[src/rtl/itfrx_pkg.sv]
// ----------------------------------------------------------------------------
// itfrx_pkg
// Shared types and constants for the idle-timeout frame receive FIFO.
// ----------------------------------------------------------------------------
package itfrx_pkg;

	// ring geometry
	localparam int RING_DEPTH = 64;
	localparam int PTR_W      = $clog2(RING_DEPTH);

	// field widths
	localparam int BYTE_W = 8;
	localparam int TMO_W  = 6;
	localparam int IDLE_W = 6;
	localparam int CNT_W  = 7;
	localparam int CMD_W  = 2;

	// limits and reset values
	localparam logic [IDLE_W-1:0] IDLE_MAX    = 6'h3f;
	localparam logic [CNT_W-1:0]  MAX_POP     = 7'h40;
	localparam logic [TMO_W-1:0]  TIMEOUT_RST = 6'd3;

	// command codes carried on the input tuser
	localparam logic [CMD_W-1:0] CMD_BYTE = 2'd0;
	localparam logic [CMD_W-1:0] CMD_TICK = 2'd1;
	localparam logic [CMD_W-1:0] CMD_READ = 2'd2;

	// controller to datapath commands
	typedef struct packed {
		logic wr_byte;    // store rx byte, restart idle count
		logic tick;       // advance idle count
		logic start_read; // latch pop limit, clear pop count
		logic fetch;      // read ring at read pointer
		logic load;       // move fetched byte into output register, pop
		logic empty_res;  // load the nothing-to-pop result
	} dp_cmd_t;

	// datapath to controller status
	typedef struct packed {
		logic can_pop;    // frame done, limit nonzero, ring not empty
		logic out_last;   // output register holds the final beat of a read
	} dp_stat_t;

	// ring pointer increment with wrap
	function automatic logic [PTR_W-1:0] ptr_next(input logic [PTR_W-1:0] p);
		logic [PTR_W-1:0] r;
		if (p == PTR_W'(RING_DEPTH - 1)) begin
			r = '0;
		end else begin
			r = p + 1'b1;
		end
		return r;
	endfunction

endpackage

[src/rtl/itfrx_dpath.sv]
// ----------------------------------------------------------------------------
// itfrx_dpath
// Ring memory, pointers, frame status, idle counter and output register.
// ----------------------------------------------------------------------------
module itfrx_dpath
	import itfrx_pkg::*;
(
	input  logic              clk,
	input  logic              arst_n,
	input  logic              cfg_we,
	input  logic [TMO_W-1:0]  cfg_wdata,
	input  logic [BYTE_W-1:0] rx_byte,
	input  logic [CNT_W-1:0]  read_max,
	input  dp_cmd_t           cmd,
	output dp_stat_t          stat,
	output logic [BYTE_W-1:0] out_data,
	output logic              out_flag,
	output logic              out_last,
	output logic [CNT_W-1:0]  out_count
);

	logic [BYTE_W-1:0] ring_q [RING_DEPTH];
	logic [BYTE_W-1:0] rdata_q;
	logic [PTR_W-1:0]  wptr_q, rptr_q;
	logic              full_q, recv_q, done_q;
	logic [IDLE_W-1:0] idle_q;
	logic [TMO_W-1:0]  timeout_q;
	logic [CNT_W-1:0]  want_q, count_q;
	logic [BYTE_W-1:0] out_data_q;
	logic              out_flag_q, out_last_q;
	logic [CNT_W-1:0]  out_count_q;

	logic              empty;
	logic [PTR_W-1:0]  wptr_nx, rptr_nx;
	logic [IDLE_W-1:0] idle_inc;
	logic [CNT_W-1:0]  count_inc;
	logic              pop_last;
	logic              byte_in;

	// next-value helpers
	assign empty     = (rptr_q == wptr_q) && !full_q;
	assign wptr_nx   = ptr_next(wptr_q);
	assign rptr_nx   = ptr_next(rptr_q);
	assign idle_inc  = (idle_q < IDLE_MAX) ? idle_q + 1'b1 : idle_q;
	assign count_inc = count_q + 1'b1;
	assign pop_last  = (count_inc == want_q) || (rptr_nx == wptr_q);
	assign byte_in   = cmd.wr_byte && !done_q;

	// ring memory write and registered read
	always_ff @(posedge clk) begin
		if (byte_in) begin
			ring_q[wptr_q] <= rx_byte;
		end
		if (cmd.fetch) begin
			rdata_q <= ring_q[rptr_q];
		end
	end

	// timeout register
	always_ff @(posedge clk or negedge arst_n) begin
		if (!arst_n) begin
			timeout_q <= TIMEOUT_RST;
		end else if (cfg_we) begin
			timeout_q <= cfg_wdata;
		end
	end

	// pointers and frame status
	always_ff @(posedge clk or negedge arst_n) begin
		if (!arst_n) begin
			wptr_q <= '0;
			rptr_q <= '0;
			full_q <= 1'b0;
			recv_q <= 1'b0;
			done_q <= 1'b0;
			idle_q <= '0;
		end else begin
			if (byte_in) begin
				wptr_q <= wptr_nx;
				// full ring drops its oldest byte
				if (wptr_nx == rptr_q) begin
					rptr_q <= rptr_nx;
					full_q <= 1'b1;
				end
				recv_q <= 1'b1;
				idle_q <= '0;
			end
			if (cmd.tick && recv_q) begin
				idle_q <= idle_inc;
				if (idle_inc > timeout_q) begin
					done_q <= 1'b1;
				end
			end
			if (cmd.load) begin
				rptr_q <= rptr_nx;
				full_q <= 1'b0;
			end
			// status clears at the end of a read of a done frame
			if ((cmd.load && pop_last) || (cmd.empty_res && done_q)) begin
				recv_q <= 1'b0;
				done_q <= 1'b0;
				idle_q <= '0;
			end
		end
	end

	// pop limit and pop count
	always_ff @(posedge clk) begin
		if (cmd.start_read) begin
			want_q  <= (read_max > MAX_POP) ? MAX_POP : read_max;
			count_q <= '0;
		end else if (cmd.load) begin
			count_q <= count_inc;
		end
	end

	// output register
	always_ff @(posedge clk) begin
		if (cmd.load) begin
			out_data_q  <= rdata_q;
			out_flag_q  <= 1'b1;
			out_last_q  <= pop_last;
			out_count_q <= count_inc;
		end else if (cmd.empty_res) begin
			out_data_q  <= '0;
			out_flag_q  <= 1'b0;
			out_last_q  <= 1'b1;
			out_count_q <= '0;
		end
	end

	assign stat.can_pop  = done_q && (want_q != '0) && !empty;
	assign stat.out_last = out_last_q;

	assign out_data  = out_data_q;
	assign out_flag  = out_flag_q;
	assign out_last  = out_last_q;
	assign out_count = out_count_q;

endmodule

[src/rtl/itfrx_ctrl.sv]
// ----------------------------------------------------------------------------
// itfrx_ctrl
// Controller: input handshake, read sequencing and output valid.
// ----------------------------------------------------------------------------
module itfrx_ctrl
	import itfrx_pkg::*;
(
	input  logic             clk,
	input  logic             arst_n,
	input  logic             in_valid,
	input  logic [CMD_W-1:0] command,
	output logic             in_ready,
	input  logic             out_ready,
	output logic             out_valid,
	input  dp_stat_t         stat,
	output dp_cmd_t          cmd
);

	typedef enum logic [1:0] {
		ST_IDLE,
		ST_CHECK,
		ST_LOAD,
		ST_SEND
	} state_t;

	state_t state_q, state_nx;
	logic   out_valid_q;
	logic   acc;

	assign acc      = (state_q == ST_IDLE) && in_valid;
	assign in_ready = (state_q == ST_IDLE);

	// commands and next state
	always_comb begin
		cmd      = '0;
		state_nx = state_q;
		case (state_q)
			ST_IDLE: begin
				if (acc) begin
					case (command)
						CMD_BYTE: cmd.wr_byte = 1'b1;
						CMD_TICK: cmd.tick    = 1'b1;
						CMD_READ: begin
							cmd.start_read = 1'b1;
							state_nx       = ST_CHECK;
						end
						default: ;
					endcase
				end
			end
			ST_CHECK: begin
				if (stat.can_pop) begin
					cmd.fetch = 1'b1;
					state_nx  = ST_LOAD;
				end else begin
					cmd.empty_res = 1'b1;
					state_nx      = ST_SEND;
				end
			end
			ST_LOAD: begin
				cmd.load = 1'b1;
				state_nx = ST_SEND;
			end
			ST_SEND: begin
				if (out_ready) begin
					if (stat.out_last) begin
						state_nx = ST_IDLE;
					end else begin
						cmd.fetch = 1'b1;
						state_nx  = ST_LOAD;
					end
				end
			end
			default: state_nx = ST_IDLE;
		endcase
	end

	// state and output valid
	always_ff @(posedge clk or negedge arst_n) begin
		if (!arst_n) begin
			state_q     <= ST_IDLE;
			out_valid_q <= 1'b0;
		end else begin
			state_q     <= state_nx;
			out_valid_q <= (state_nx == ST_SEND);
		end
	end

	assign out_valid = out_valid_q;

endmodule

[src/rtl/idle_timeout_frame_rx_fifo_core.sv]
// Idle-timeout frame receive FIFO. Byte arrivals and timer ticks are accepted
// back to back while no read is in progress. A read request first checks
// status in ST_CHECK. Each popped byte is then fetched by the registered ring
// memory read, moved into the output register in ST_LOAD, and presented in
// ST_SEND for as long as the downstream holds tready low. A read with nothing
// to pop gives a single beat. No new item is accepted until the last beat of
// a read is taken. The ring needs no clearing pass after reset.
// ----------------------------------------------------------------------------
// idle_timeout_frame_rx_fifo_core
// Ring buffer of received bytes; a frame is done after an idle timeout and
// is then popped byte by byte on a read request.
// ----------------------------------------------------------------------------
module idle_timeout_frame_rx_fifo_core
	import itfrx_pkg::*;
(
	input  logic              clk,
	input  logic              arst_n,
	// configuration: idle_timeout_ticks
	input  logic              cfg_we,
	input  logic [TMO_W-1:0]  cfg_wdata,
	// input stream
	input  logic              s_axis_tvalid,
	output logic              s_axis_tready,
	input  logic [15:0]       s_axis_tdata,  // rx_byte[7:0], read_max[14:8], zero
	input  logic [CMD_W-1:0]  s_axis_tuser,  // command[1:0]
	// output stream
	output logic              m_axis_tvalid,
	input  logic              m_axis_tready,
	output logic [15:0]       m_axis_tdata,  // data_byte[7:0], bytes_read[14:8], zero
	output logic              m_axis_tuser,  // byte_valid
	output logic              m_axis_tlast
);

	dp_cmd_t           cmd;
	dp_stat_t          stat;
	logic [BYTE_W-1:0] out_data;
	logic              out_flag;
	logic              out_last;
	logic [CNT_W-1:0]  out_count;

	// read sequencing
	itfrx_ctrl u_ctrl (
		.clk       (clk),
		.arst_n    (arst_n),
		.in_valid  (s_axis_tvalid),
		.command   (s_axis_tuser),
		.in_ready  (s_axis_tready),
		.out_ready (m_axis_tready),
		.out_valid (m_axis_tvalid),
		.stat      (stat),
		.cmd       (cmd)
	);

	// storage and status
	itfrx_dpath u_dpath (
		.clk       (clk),
		.arst_n    (arst_n),
		.cfg_we    (cfg_we),
		.cfg_wdata (cfg_wdata),
		.rx_byte   (s_axis_tdata[7:0]),
		.read_max  (s_axis_tdata[14:8]),
		.cmd       (cmd),
		.stat      (stat),
		.out_data  (out_data),
		.out_flag  (out_flag),
		.out_last  (out_last),
		.out_count (out_count)
	);

	// output packing
	assign m_axis_tdata = {1'b0, out_count, out_data};
	assign m_axis_tuser = out_flag;
	assign m_axis_tlast = out_last;

endmodule

[config.mk]
export PLATFORM = sky130hd
export DESIGN_NAME = idle_timeout_frame_rx_fifo_core
export DESIGN_NICKNAME = d
export VERILOG_FILES = /design/src/rtl/itfrx_pkg.sv /design/src/rtl/itfrx_dpath.sv /design/src/rtl/itfrx_ctrl.sv /design/src/rtl/idle_timeout_frame_rx_fifo_core.sv
export SDC_FILE = /design/constraint.sdc
export NUM_CORES = 1
export LEC_CHECK = 0
export ABC_CLOCK_PERIOD_IN_PS = 5000
export BUFFER_PORTS_ARGS = -buffer_cell sky130_fd_sc_hd__buf_2
export CAP_MARGIN = 20
export CORE_UTILIZATION = 55
export CTS_CLUSTER_SIZE = 30
export DETAILED_ROUTE_END_ITERATION = 7
export PLACE_DENSITY = 0.71
export SLEW_MARGIN = 20
export SYNTH_ARGS = -nofsm -noshare
export SYNTH_HDL_FRONTEND = slang
export SYNTH_HIERARCHICAL = 1
export SYNTH_SLANG_ARGS = --single-unit
export TNS_END_PERCENT = 50
[constraint.sdc]
create_clock -name clk -period 5 [get_ports clk]
set_input_delay 1 -clock clk [delete_from_list [all_inputs] [get_ports clk]]
set_output_delay 1 -clock clk [all_outputs]
set_load 0.05 [all_outputs]
==> impl_metrics.xml <==
<?xml version="1.0" encoding="UTF-8"?>
<metrics>
  <group name="status">
    <metric name="status" unit="">finished, final reports clean</metric>
  </group>
  <group name="worst_setup_path">
    <metric name="start_kind" unit="">register</metric>
    <metric name="critical_path.reg2reg.endpoint" unit="">u_dpath/rdata_q[7]</metric>
    <metric name="worst-path-max-fanout" unit="">57</metric>
    <metric name="timing.critical_path.arrival" unit="ns">3.86</metric>
    <metric name="r2r_cells" unit="">4</metric>
    <metric name="reg2reg_setup_slack" unit="ns">1.48</metric>
    <metric name="kind_of_critical_path" unit="">register to register</metric>
    <metric name="critical_path_rt" unit="ns">5.35</metric>
    <metric name="endpoint_type_of_the_worst_setup_path" unit="">register</metric>
    <metric name="worst_setup_path_startpoint" unit="">u_dpath/rptr_q[0]</metric>
    <metric name="reg2reg_from" unit="">u_dpath/rptr_q[0]</metric>
  </group>
  <group name="global_route">
    <metric name="overflow" unit="">0</metric>
    <metric name="grt_antenna_before_repair" unit="">0</metric>
    <metric name="grt_first_pass_wirelength" unit="microns">74100</metric>
    <metric name="grt_start_max_net_pins" unit="">93</metric>
    <metric name="grt.total_usage" unit="">0.233</metric>
    <metric name="first_global_vias" unit="">11700</metric>
  </group>
  <group name="cts">
    <metric name="clk_pin_slew" unit="ns">0.06</metric>
    <metric name="post-cts-setup-buffer-count" unit="">0</metric>
    <metric name="cts_root_buffer" unit="">sky130_fd_sc_hd__clkbuf_16</metric>
    <metric name="tritoncts_clock_tree" unit="">done</metric>
    <metric name="cts-buffers-inserted" unit="">56</metric>
    <metric name="cts_buffer_depth" unit="">3</metric>
    <metric name="tritoncts_num_sinks" unit="">581</metric>
    <metric name="post_cts_hold_buffer_count" unit="">0</metric>
    <metric name="worst_skew_pair.late_latency" unit="ns">0.61</metric>
    <metric name="h-tree-depth" unit="">2</metric>
    <metric name="cells_resized_by_post_cts_repair" unit="">0</metric>
  </group>
  <group name="detailed_routing">
    <metric name="finalWirelength" unit="microns">49300</metric>
    <metric name="routed_wire_length_per_instance" unit="microns">26.5</metric>
    <metric name="drtAntennaViolNets" unit="">0</metric>
    <metric name="iteration_0_drc_markers" unit="">1146</metric>
    <metric name="detail_route.first_pass.iterations" unit="">5</metric>
    <metric name="route.vias.total" unit="">11800</metric>
    <metric name="drc" unit="">0</metric>
    <metric name="avgViaCountPerCell" unit="">6.34</metric>
  </group>
  <group name="logic_synthesis">
    <metric name="number_of_warnings_reported_in_the_yosys_synthesis_log" unit="">6</metric>
    <metric name="post_synth_main_area_contributors" unit="">sky130_fd_sc_hd__edfxtp_1 69%, sky130_fd_sc_hd__mux4_2 15%, sky130_fd_sc_hd__dfrtp_1 3.0%, sky130_fd_sc_hd__nor2_1 1.6%, sky130_fd_sc_hd__nand2_1 0.83%</metric>
    <metric name="synth_top_cell_area_share" unit="">0.691</metric>
    <metric name="synth_sequential_area_ratio" unit="">0.730</metric>
    <metric name="synth-seq-cells" unit="">581</metric>
    <metric name="yosys.area.top_type" unit="">sky130_fd_sc_hd__edfxtp_1</metric>
    <metric name="synthArstFlopShare" unit="">0.0516</metric>
    <metric name="synth_nets" unit="">1268</metric>
    <metric name="postSynthCellCount" unit="">1229</metric>
    <metric name="post_synth.cell_area_avg" unit="sq um">19.2</metric>
    <metric name="synth.cell_area" unit="sq um">23600</metric>
    <metric name="synth_edf_count" unit="">543</metric>
    <metric name="postSynth.topFlopCell" unit="">sky130_fd_sc_hd__edfxtp_1</metric>
    <metric name="netlist-cell-type-count" unit="">66</metric>
  </group>
  <group name="die">
    <metric name="num_rows" unit="">75</metric>
    <metric name="boundaryPins" unit="">49</metric>
    <metric name="die_height" unit="microns">209</metric>
    <metric name="fp.dieW" unit="microns">209</metric>
    <metric name="start_util" unit="">0.560</metric>
    <metric name="core_region_area" unit="sq um">42100</metric>
    <metric name="area_of_the_die" unit="sq um">43700</metric>
  </group>
  <group name="power">
    <metric name="pwr_density_cell" unit="nW/um^2">522</metric>
    <metric name="leakage" unit="nW">8.35</metric>
    <metric name="vdd_ir_drop_max" unit="uV">320</metric>
  </group>
  <group name="placed_design">
    <metric name="place_hpwl" unit="microns">28800</metric>
    <metric name="placed_cells_incl_taps" unit="">1762</metric>
    <metric name="io_buffers" unit="">46</metric>
    <metric name="place.gp.congestion" unit="">0.858</metric>
  </group>
  <group name="timing">
    <metric name="tightestPinTransition" unit="ns">0.909</metric>
    <metric name="timing.fmax" unit="MHz">284</metric>
    <metric name="fin_setup_tns" unit="ns">0</metric>
    <metric name="finalHoldViolCount" unit="">0</metric>
    <metric name="period_share" unit="">0.704</metric>
    <metric name="finalCriticalPeriod" unit="ns">3.52</metric>
    <metric name="setup-violations-final" unit="">0</metric>
    <metric name="rsz0062_at_grt" unit="">no</metric>
    <metric name="max_slew_margin" unit="">0.392</metric>
    <metric name="finClkSkew" unit="ns">0.0154</metric>
    <metric name="drv_slew" unit="">0</metric>
  </group>
  <group name="cells_and_area">
    <metric name="final_net_count" unit="">1320</metric>
    <metric name="finish.cell_count_without_fillers" unit="">1862</metric>
    <metric name="synthToLayoutAreaGrowth" unit="%">10.6</metric>
    <metric name="antenna_diode_count" unit="">0</metric>
    <metric name="drive_gt1_frac" unit="">0.245</metric>
  </group>
  <group name="worst_hold_path">
    <metric name="hold_class" unit="">input port to async pin</metric>
  </group>
  <group name="job">
    <metric name="drv_cap" unit="">0</metric>
  </group>
</metrics>
cell usage in the layout (no fill, tap or decap), types with 6 or more instances in the layout:
| master | instances |
|---|---|
| sky130_fd_sc_hd__and2_1 | 11 |
| sky130_fd_sc_hd__inv_1 | 11 |
| sky130_fd_sc_hd__ha_1 | 10 |
| sky130_fd_sc_hd__buf_4 | 22 |
| sky130_fd_sc_hd__o21ai_0 | 23 |
| sky130_fd_sc_hd__nor2b_1 | 19 |
| sky130_fd_sc_hd__dfxtp_1 | 8 |
| sky130_fd_sc_hd__dfrtp_1 | 26 |
| sky130_fd_sc_hd__edfxtp_1 | 543 |
| sky130_fd_sc_hd__nor3_1 | 7 |
| sky130_fd_sc_hd__nand4_1 | 10 |
| sky130_fd_sc_hd__nor2_1 | 101 |
| sky130_fd_sc_hd__clkbuf_16 | 57 |
| sky130_fd_sc_hd__or3_1 | 6 |
| sky130_fd_sc_hd__buf_2 | 42 |
| sky130_fd_sc_hd__clkinv_1 | 8 |
| sky130_fd_sc_hd__and3_1 | 6 |
| sky130_fd_sc_hd__a21oi_1 | 22 |
| sky130_fd_sc_hd__nand3_1 | 28 |
| sky130_fd_sc_hd__a31oi_1 | 7 |
| sky130_fd_sc_hd__mux4_2 | 162 |
| sky130_fd_sc_hd__nand2_1 | 52 |
| sky130_fd_sc_hd__clkinv_2 | 12 |
| sky130_fd_sc_hd__a32oi_1 | 6 |
| sky130_fd_sc_hd__xor2_1 | 13 |
| sky130_fd_sc_hd__xnor2_1 | 13 |
| sky130_fd_sc_hd__clkbuf_1 | 15 |
flip-flops by register name, indices dropped and copies added (netlist names):
name and flops:
u_dpath/idle_q 6, u_dpath/recv_q 1, u_dpath/want_q 7, u_ctrl/out_valid 1, u_dpath/out_last 1, u_dpath/wptr_q 6
u_dpath/rptr_q 6, u_dpath/out_count 7, u_dpath/timeout_q 6, u_dpath/out_flag 1, u_dpath/out_data 8, u_dpath/done_q 1
u_dpath/rdata_q 8, u_ctrl/state_q 2, u_dpath/count_q 7, u_dpath/ring_q 512, u_dpath/full_q 1
routing by layer:
| layer | wire length (microns) | vias to the layer above | GRT usage | part of all wire |
|---|---|---|---|---|
| met1 | 20200 | 6152 | 0.336 | 0.41 |
| met4 | 1440 | 0 | 0.0781 | 0.029 |
| met5 | 0 | - | 0 | 0 |
| li1 | - | 5049 | - | - |
| met2 | 23800 | 513 | 0.366 | 0.48 |
| met3 | 3810 | 93 | 0.0391 | 0.077 |
synth_stat cells, drive strengths merged (5+ instances only):
cell type	instances
edfxtp	543
mux4	162
nor2	101
nand2	52
clkbuf	38
buf	35
dfrtp	28
nand3	28
a21oi	23
o21ai	23
nor2b	19
xnor2	13
xor2	13
and2	12
inv	12
ha	10
nand4	10
dfxtp	8
a31oi	7
nor3	7
a32oi	6
and3	6
or3	6
a21o	5
nand2b	5
o21a	5
final cells by class:
cell class	count	area (sq um)
inverter	12	45.0
sequential	581	17200
timing repair buffer	67	435
clock buffer	74	1510
tap	539	674
fill	2899	16000
multi-input combinational	563	5990
clock inverter	26	211
how the worst max path moves through the flow:
stage                            end  slack, ns  cells past startpoint
3_3_place_gp   u_dpath/ring_q[60][0]       1.23                      7
6_report          u_dpath/rdata_q[7]       1.48                      4
5_1_grt           u_dpath/rdata_q[4]       1.34                      4
3_5_place_dp   u_dpath/ring_q[52][0]       1.17                      7
2_1_floorplan      u_dpath/rptr_q[0]       1.99                     10
4_1_cts           u_dpath/rdata_q[5]       1.47                      4
critical path, cell delays in order (launching register included):
cell,delay [ns]
sky130_fd_sc_hd__dfrtp_4,0.96
sky130_fd_sc_hd__buf_12,0.48
sky130_fd_sc_hd__mux4_2,0.62
sky130_fd_sc_hd__mux4_2,0.55
sky130_fd_sc_hd__mux4_2,0.50
metrics by stage:
step           area [sq um]  hold WS, ns  worst slack (ns)  total power, mW  utilization
6_report              26100        0.440              1.48             13.6        0.619
5_1_grt               26100        0.485              1.34             14.1        0.619
4_1_cts               26100        0.438              1.47             13.7        0.619
3_5_place_dp          24400        0.485              1.17             9.78        0.578
3_3_place_gp          24400        0.463              1.23             9.72        0.578
2_1_floorplan         23600        0.464              1.99             8.73            -
logic make-up (layout without fill, tap and decap cells):
logic type	after synthesis	count (layout)	synth area share
AOI/OAI and AO/OA	92	92	0.0254
xor gates and xnor gates	28	28	0.0116
adders and majority gates	10	10	0.00530
buffers and inverters	85	179	0.0166
DFF	581	581	0.730
muxes	168	168	0.157
other	1	1	0.000159
and+or+nand+nor	264	264	0.0540
where the power goes:
group / total (mW) / internal [mW] / switching [mW]
Combinational: 3.73 / 1.74 / 1.99
Clock: 3.96 / 2.22 / 1.73
Sequential: 5.93 / 5.56 / 0.363
Total: 13.6 / 9.53 / 4.09
(Power assumes the default switching activity.)
